File: src/hdl/greedy_coflow_rate_allocator_top_assert.svh
// Assertion macros for the greedy coflow rate allocator.
// Included by the top level. No other dependencies.
`ifndef GREEDY_COFLOW_RATE_ALLOCATOR_TOP_ASSERT_SVH
`define GREEDY_COFLOW_RATE_ALLOCATOR_TOP_ASSERT_SVH

// The consequent must hold in the same cycle as the antecedent.
`define GCRA_ASSERT_SAME(label, clk, rst, ante, cons, msg) \
   label: assert property (@(posedge clk) disable iff (rst) (ante) |-> (cons)) \
      else $error(msg);

// The consequent must hold in the cycle after the antecedent.
`define GCRA_ASSERT_NEXT(label, clk, rst, ante, cons, msg) \
   label: assert property (@(posedge clk) disable iff (rst) (ante) |=> (cons)) \
      else $error(msg);

`endif

File: src/hdl/gcra_pkg.sv
// Shared constants, codes and types of the greedy coflow rate allocator.
// Used by gcra_muldiv and the top level. No dependencies.
package gcra_pkg;

   localparam int MAX_FLOWS   = 32;
   localparam int NUM_PORTS   = 16;
   localparam int MAX_COFLOWS = 16;
   localparam int IDX_W       = $clog2(MAX_FLOWS);
   localparam int CNT_W       = IDX_W + 1;
   localparam int PORT_W      = 4;

   localparam logic [31:0] NS_PER_S = 32'd1000000000;

   localparam logic [1:0] CMD_LOAD = 2'd0;
   localparam logic [1:0] CMD_PORT = 2'd1;
   localparam logic [1:0] CMD_RUN  = 2'd2;

   localparam logic [1:0] KIND_FLOW   = 2'd0;
   localparam logic [1:0] KIND_COFLOW = 2'd1;
   localparam logic [1:0] KIND_EPOCH  = 2'd2;

   // Request to the shared multiply-divide unit: floor(x*k scaled / d).
   typedef struct packed {
      logic        start;
      logic        up;     // 1: scale product up by 2^16, 0: down by 2^16
      logic [63:0] x;
      logic [31:0] k;
      logic [31:0] d;
   } unit_req_type;

   typedef struct packed {
      logic        busy;
      logic        done;
      logic [62:0] q;
   } unit_rsp_type;

endpackage

File: src/hdl/gcra_muldiv.sv
// Shared iterative multiply-then-divide unit: q = floor((x*k) * 2^(+-16) / d).
// Depends on gcra_pkg. Shift-add multiply, then restoring division.
module gcra_muldiv (
   input  logic                  clock,
   input  logic                  reset,
   input  gcra_pkg::unit_req_type req,
   output gcra_pkg::unit_rsp_type rsp
);

   localparam logic [1:0] U_IDLE = 2'd0;
   localparam logic [1:0] U_MUL  = 2'd1;
   localparam logic [1:0] U_LOAD = 2'd2;
   localparam logic [1:0] U_DIV  = 2'd3;

   logic [1:0]  phase_ff, phase_in;
   logic [6:0]  cnt_ff, cnt_in;
   logic        done_ff, done_in;
   logic        up_ff, up_in;
   logic [31:0] d_ff, d_in;
   logic [95:0] acc_ff, acc_in;
   logic [95:0] xs_ff, xs_in;
   logic [31:0] kr_ff, kr_in;
   logic [79:0] num_ff, num_in;
   logic [31:0] rem_ff, rem_in;
   logic [79:0] quot_ff, quot_in;
   logic [32:0] trial;
   logic        ge;

   // One multiply bit or one quotient bit per cycle.
   always_comb begin
      phase_in = phase_ff;
      cnt_in   = cnt_ff;
      done_in  = 1'b0;
      up_in    = up_ff;
      d_in     = d_ff;
      acc_in   = acc_ff;
      xs_in    = xs_ff;
      kr_in    = kr_ff;
      num_in   = num_ff;
      rem_in   = rem_ff;
      quot_in  = quot_ff;
      trial    = {rem_ff, num_ff[79]};
      ge       = (trial >= {1'b0, d_ff});
      case (phase_ff)
         U_IDLE: begin
            if (req.start) begin
               acc_in   = '0;
               xs_in    = {32'd0, req.x};
               kr_in    = req.k;
               up_in    = req.up;
               d_in     = req.d;
               cnt_in   = '0;
               phase_in = U_MUL;
            end
         end
         U_MUL: begin
            if (kr_ff[0]) begin
               acc_in = acc_ff + xs_ff;
            end
            xs_in  = {xs_ff[94:0], 1'b0};
            kr_in  = {1'b0, kr_ff[31:1]};
            cnt_in = cnt_ff + 7'd1;
            if (cnt_ff == 7'd31) begin
               phase_in = U_LOAD;
            end
         end
         // A product of 2^64 or more scaled up saturates the dividend; the quotient
         // then still exceeds any 48-bit byte count.
         U_LOAD: begin
            if (up_ff) begin
               num_in = (acc_ff[95:64] != 32'd0) ? {80{1'b1}} : {acc_ff[63:0], 16'd0};
            end else begin
               num_in = acc_ff[95:16];
            end
            rem_in   = '0;
            quot_in  = '0;
            cnt_in   = '0;
            phase_in = U_DIV;
         end
         U_DIV: begin
            rem_in  = ge ? 32'(trial - {1'b0, d_ff}) : trial[31:0];
            quot_in = {quot_ff[78:0], ge};
            num_in  = {num_ff[78:0], 1'b0};
            cnt_in  = cnt_ff + 7'd1;
            if (cnt_ff == 7'd79) begin
               phase_in = U_IDLE;
               done_in  = 1'b1;
            end
         end
         default: phase_in = U_IDLE;
      endcase
   end

   always_ff @(posedge clock) begin
      if (reset) begin
         phase_ff <= U_IDLE;
         done_ff  <= 1'b0;
      end else begin
         phase_ff <= phase_in;
         done_ff  <= done_in;
      end
      cnt_ff  <= cnt_in;
      up_ff   <= up_in;
      d_ff    <= d_in;
      acc_ff  <= acc_in;
      xs_ff   <= xs_in;
      kr_ff   <= kr_in;
      num_ff  <= num_in;
      rem_ff  <= rem_in;
      quot_ff <= quot_in;
   end

   assign rsp.busy = (phase_ff != U_IDLE);
   assign rsp.done = done_ff;
   assign rsp.q    = quot_ff[62:0];

endmodule

File: config.mk
export PLATFORM = sky130hd
export DESIGN_NAME = gcra_muldiv
export DESIGN_NICKNAME = d
export VERILOG_FILES = /design/src/hdl/greedy_coflow_rate_allocator_top_assert.svh /design/src/hdl/gcra_pkg.sv /design/src/hdl/gcra_muldiv.sv
export SDC_FILE = /design/constraint.sdc
export NUM_CORES = 1
export LEC_CHECK = 0
export BUFFER_PORTS_ARGS = -buffer_cell sky130_fd_sc_hd__buf_2
export CORE_MARGIN = 2
export CORE_UTILIZATION = 60
export DETAILED_ROUTE_END_ITERATION = 10
export GPL_TIMING_DRIVEN = 0
export PLACE_DENSITY = 0.83
export SKIP_LAST_GASP = 1
export SYNTH_ARGS = -nofsm -noshare
export SYNTH_HDL_FRONTEND = slang
export SYNTH_SLANG_ARGS = --single-unit
File: constraint.sdc
create_clock -name clock -period 13.94 [get_ports clock]
set_input_delay 2.788 -clock clock [delete_from_list [all_inputs] [get_ports clock]]
set_output_delay 2.788 -clock clock [all_outputs]
set_load 0.01 [all_outputs]
==> flow_metrics.py <==
metrics = {
    "status": {
        "status": "completed",
    },
    "setup_path": {
        "worstPathMaxFanout": 58,
        "startpoint": "req[129]",
        "end_kind": "flip-flop",
        "path_common_cell": "buf_16",
        "worstPathRequired_ps": 14190,
        "r2r_slack_ps": 9290,
        "crit_family": "compound AO/OA/AOI/OAI gates",
        "cp.depth": 7,
        "critical_path.slowest_cell": "nor2_4",
        "reg2reg_to": "acc_ff[23]$_SDFFCE_PN0P_",
        "max_stage_delay_ps": 740,
        "crit_buf_inv": 4,
        "r2r_start": "phase_ff[1]$_SDFFE_PP0P_",
        "r2r.worst_path.cells": 8,
        "start_kind": "input pin",
        "critical_path_class": "input pin to flip-flop",
        "worst_ep_arrival_time_ps": 5610,
        "path_cells": "buf_2 > inv_1 > nor2_4 > a21o_4 > buf_16 > o21a_4 > buf_16",
        "crit_end": "acc_ff[23]$_SDFFCE_PN0P_",
    },
    "global_route": {
        "antenna_found_initial": 4,
        "grt_pass1_vias": 19080,
        "track_usage_pct": 30.5,
        "gr-total-overflow": 0,
        "grt_pass1_wl_mm": 105,
        "grt_max_degree": 65,
    },
    "timing": {
        "relSlewSlack_pct": 18.1,
        "finalCriticalPeriod_ps": 5360,
        "finalCritPeriodShare_pct": 38.4,
        "fin_tns_setup_ps": 0,
        "skew_ps": 13.7,
        "max_freq_mhz": 187,
        "hold_viol_final": 0,
        "layout_setup_ws_ps": 8580,
        "tightestPinTransition_ps": 1230,
        "rsz0062_at_grt": "no",
        "drv_slew": 0,
        "whs_ps": 532,
        "setup_viol": 0,
    },
    "finish": {
        "fillers": 3180,
        "area_growth_pct": 12.9,
        "multi_input_area_sq_um": 11700,
        "final_util_pct": 68.9,
        "drive_gt1_share_pct": 16.8,
        "seq_area_sq_um": 13200,
        "nets": 2888,
    },
    "logic_synthesis": {
        "synthSimpleGateAreaFrac_pct": 13.4,
        "yosysMostFrequentCell": "edfxtp_1",
        "synth_edf_count": 439,
        "ys.flop_type": "edfxtp_1",
        "syn_avg_cell_area_sq_um": 10.8,
        "synth-xor-area-share_pct": 3.79,
        "synthesis.area_sq_um": 25700,
        "ys_warn_count": 0,
        "synth-compound-area-share_pct": 15.9,
        "synthCells": 2371,
        "ys_seq_elements": 442,
        "ys_async_sr_fraction_pct": 0,
        "synth_cell_types": 90,
        "synth_common_cells": "439 x edfxtp_1, 219 x nand2_1, 215 x nor2_1",
        "synth_area_leaders": "edfxtp_1 51%, ha_1 6.5%, mux2_2 4.1%",
        "synth_top_cell_by_area": "edfxtp_1",
        "synth_nets": 2638,
        "ys_seq_area_share_pct": 51.6,
        "synth_top_area_share_pct": 51.4,
        "synthAdderAreaFrac_pct": 6.64,
        "synth_top_family_by_area": "compound AO/OA/AOI/OAI gates",
        "muxShareOfSynthArea_pct": 5.57,
    },
    "run": {
        "drv_cap": 0,
    },
    "power": {
        "ir_drop_mv": 0.140,
        "p_per_area_nw_per_um2": 293,
        "total_leakage_power_nw": 11.1,
    },
    "place": {
        "io_buffers": 196,
        "place.gp.congestion": 0.940,
        "preCtsSetupSlack_ps": 7900,
        "post-dp-hpwl_mm": 51.7,
    },
    "clock_network": {
        "cts_buffers": 47,
        "cts_root_buf": "clkbuf_16",
        "clock_sinks": 442,
        "cts_max_level": 2,
        "postCtsHoldBufs": 0,
        "cts_setup_buffers": 0,
        "clk_pin_slew_ps": 70,
        "cts_tree": "built",
        "clock_latency_ps": 590,
        "cts-resized-gates": 0,
        "cts.path.max_buffers": 3,
    },
    "worst_hold_path": {
        "hold_class": "flip-flop to flip-flop",
        "min_delay_path_depth": 2,
    },
    "route": {
        "wirelength_mm": 68.7,
        "vias": 19981,
        "drc": 0,
        "wl_per_cell_um": 21.5,
        "firstDrtPassIters": 7,
        "drt_iter0_markers": 2136,
        "ant_nets": 0,
        "viasPerCell": 6.24,
    },
    "floorplanning": {
        "dieArea_sq_um": 44400,
        "rows": 75,
        "dieWidth_um": 211,
        "start_util_pct": 61.0,
        "coreArea_sq_um": 42000,
        "die_y_um": 211,
        "io_pins": 197,
    },
}
## metrics by stage
stage | power [mW] | instances | cell area [sq um]
2_1_floorplan | 5.89 | 2371 | 25700
3_3_place_gp | 7.06 | 3106 | 27300
3_5_place_dp | 7.15 | 3111 | 27500
4_1_cts | 8.41 | 3196 | 29000
5_1_grt | 9.01 | 3196 | 29000
6_report | 8.50 | 3200 | 29000
## worst min-delay path: cells and delay by family (launching register included)
kind | cells | cell delay, ps
flops | 1 | 320
simple gates | 1 | 50
compound gates | 1 | 60
## worst min-delay path by stage
stage	slack, ps	end	from
after global placement	500	num_ff[33]$_DFFE_PP_	num_ff[32]$_DFFE_PP_
after CTS	520	num_ff[63]$_DFFE_PP_	num_ff[62]$_DFFE_PP_
after global routing	540	num_ff[28]$_DFFE_PP_	num_ff[27]$_DFFE_PP_
after detailed placement	510	num_ff[63]$_DFFE_PP_	num_ff[62]$_DFFE_PP_
final	530	num_ff[63]$_DFFE_PP_	num_ff[62]$_DFFE_PP_
after floorplan	500	num_ff[10]$_DFFE_PP_	num_ff[9]$_DFFE_PP_
## power by group
| group | leakage [nW] | internal, mW | switching [mW] |
|---|---|---|---|
| logic | 6.14 | 1.69 | 2.87 |
| registers | 4.21 | 2.31 | 0.405 |
| clock network | 0.718 | 0.704 | 0.522 |
## cells by family after synthesis
logic type,after synthesis
and+or+nand+nor,716
buffers and inverters,194
DFF,442
adders and majority gates,135
muxes,131
AOI/OAI and AO/OA,642
xor gates and xnor gates,111
## final cells by class
| cell class | instances | share of cell area, % |
|---|---|---|
| plain buffers | 123 | 1.82 |
| diodes | 4 | 0.0345 |
| clock buffers | 63 | 4.44 |
| well taps | 539 | 2.33 |
| clock inverters | 22 | 0.700 |
| flip-flops and latches | 442 | 45.7 |
| inverters | 71 | 0.920 |
| repair buffers | 201 | 3.83 |
| multi-input cells | 1735 | 40.2 |
## state kept, by name, summed over array words and instances (netlist names)
name      cells
quot_ff      63
num_ff       80
acc_ff       96
cnt_ff        7
kr_ff        32
phase_ff      2
d_ff         32
xs_ff        96
done_ff       1
up_ff         1
rem_ff       32
## cell usage in the layout (no fill, tap or decap), drive strengths merged, types with 94 or more instances in the layout
cell type	n
edfxtp	439
buf	235
nand2	221
nor2	215
o21ai	190
a21oi	166
clkbuf	152
ha	133
and2	104
mux2	94
## per-layer routing
metal	wire [um]	part of all wire, %	global-route usage [%]	vias up
li1	-	-	-	9307
met1	29700	43	42.8	9523
met2	30600	45	47.6	989
met3	5860	8.5	5.61	160
met4	2590	3.8	11.8	2
met5	13	0.019	0	-
No activity file was read; power rests on OpenSTA's default activity.
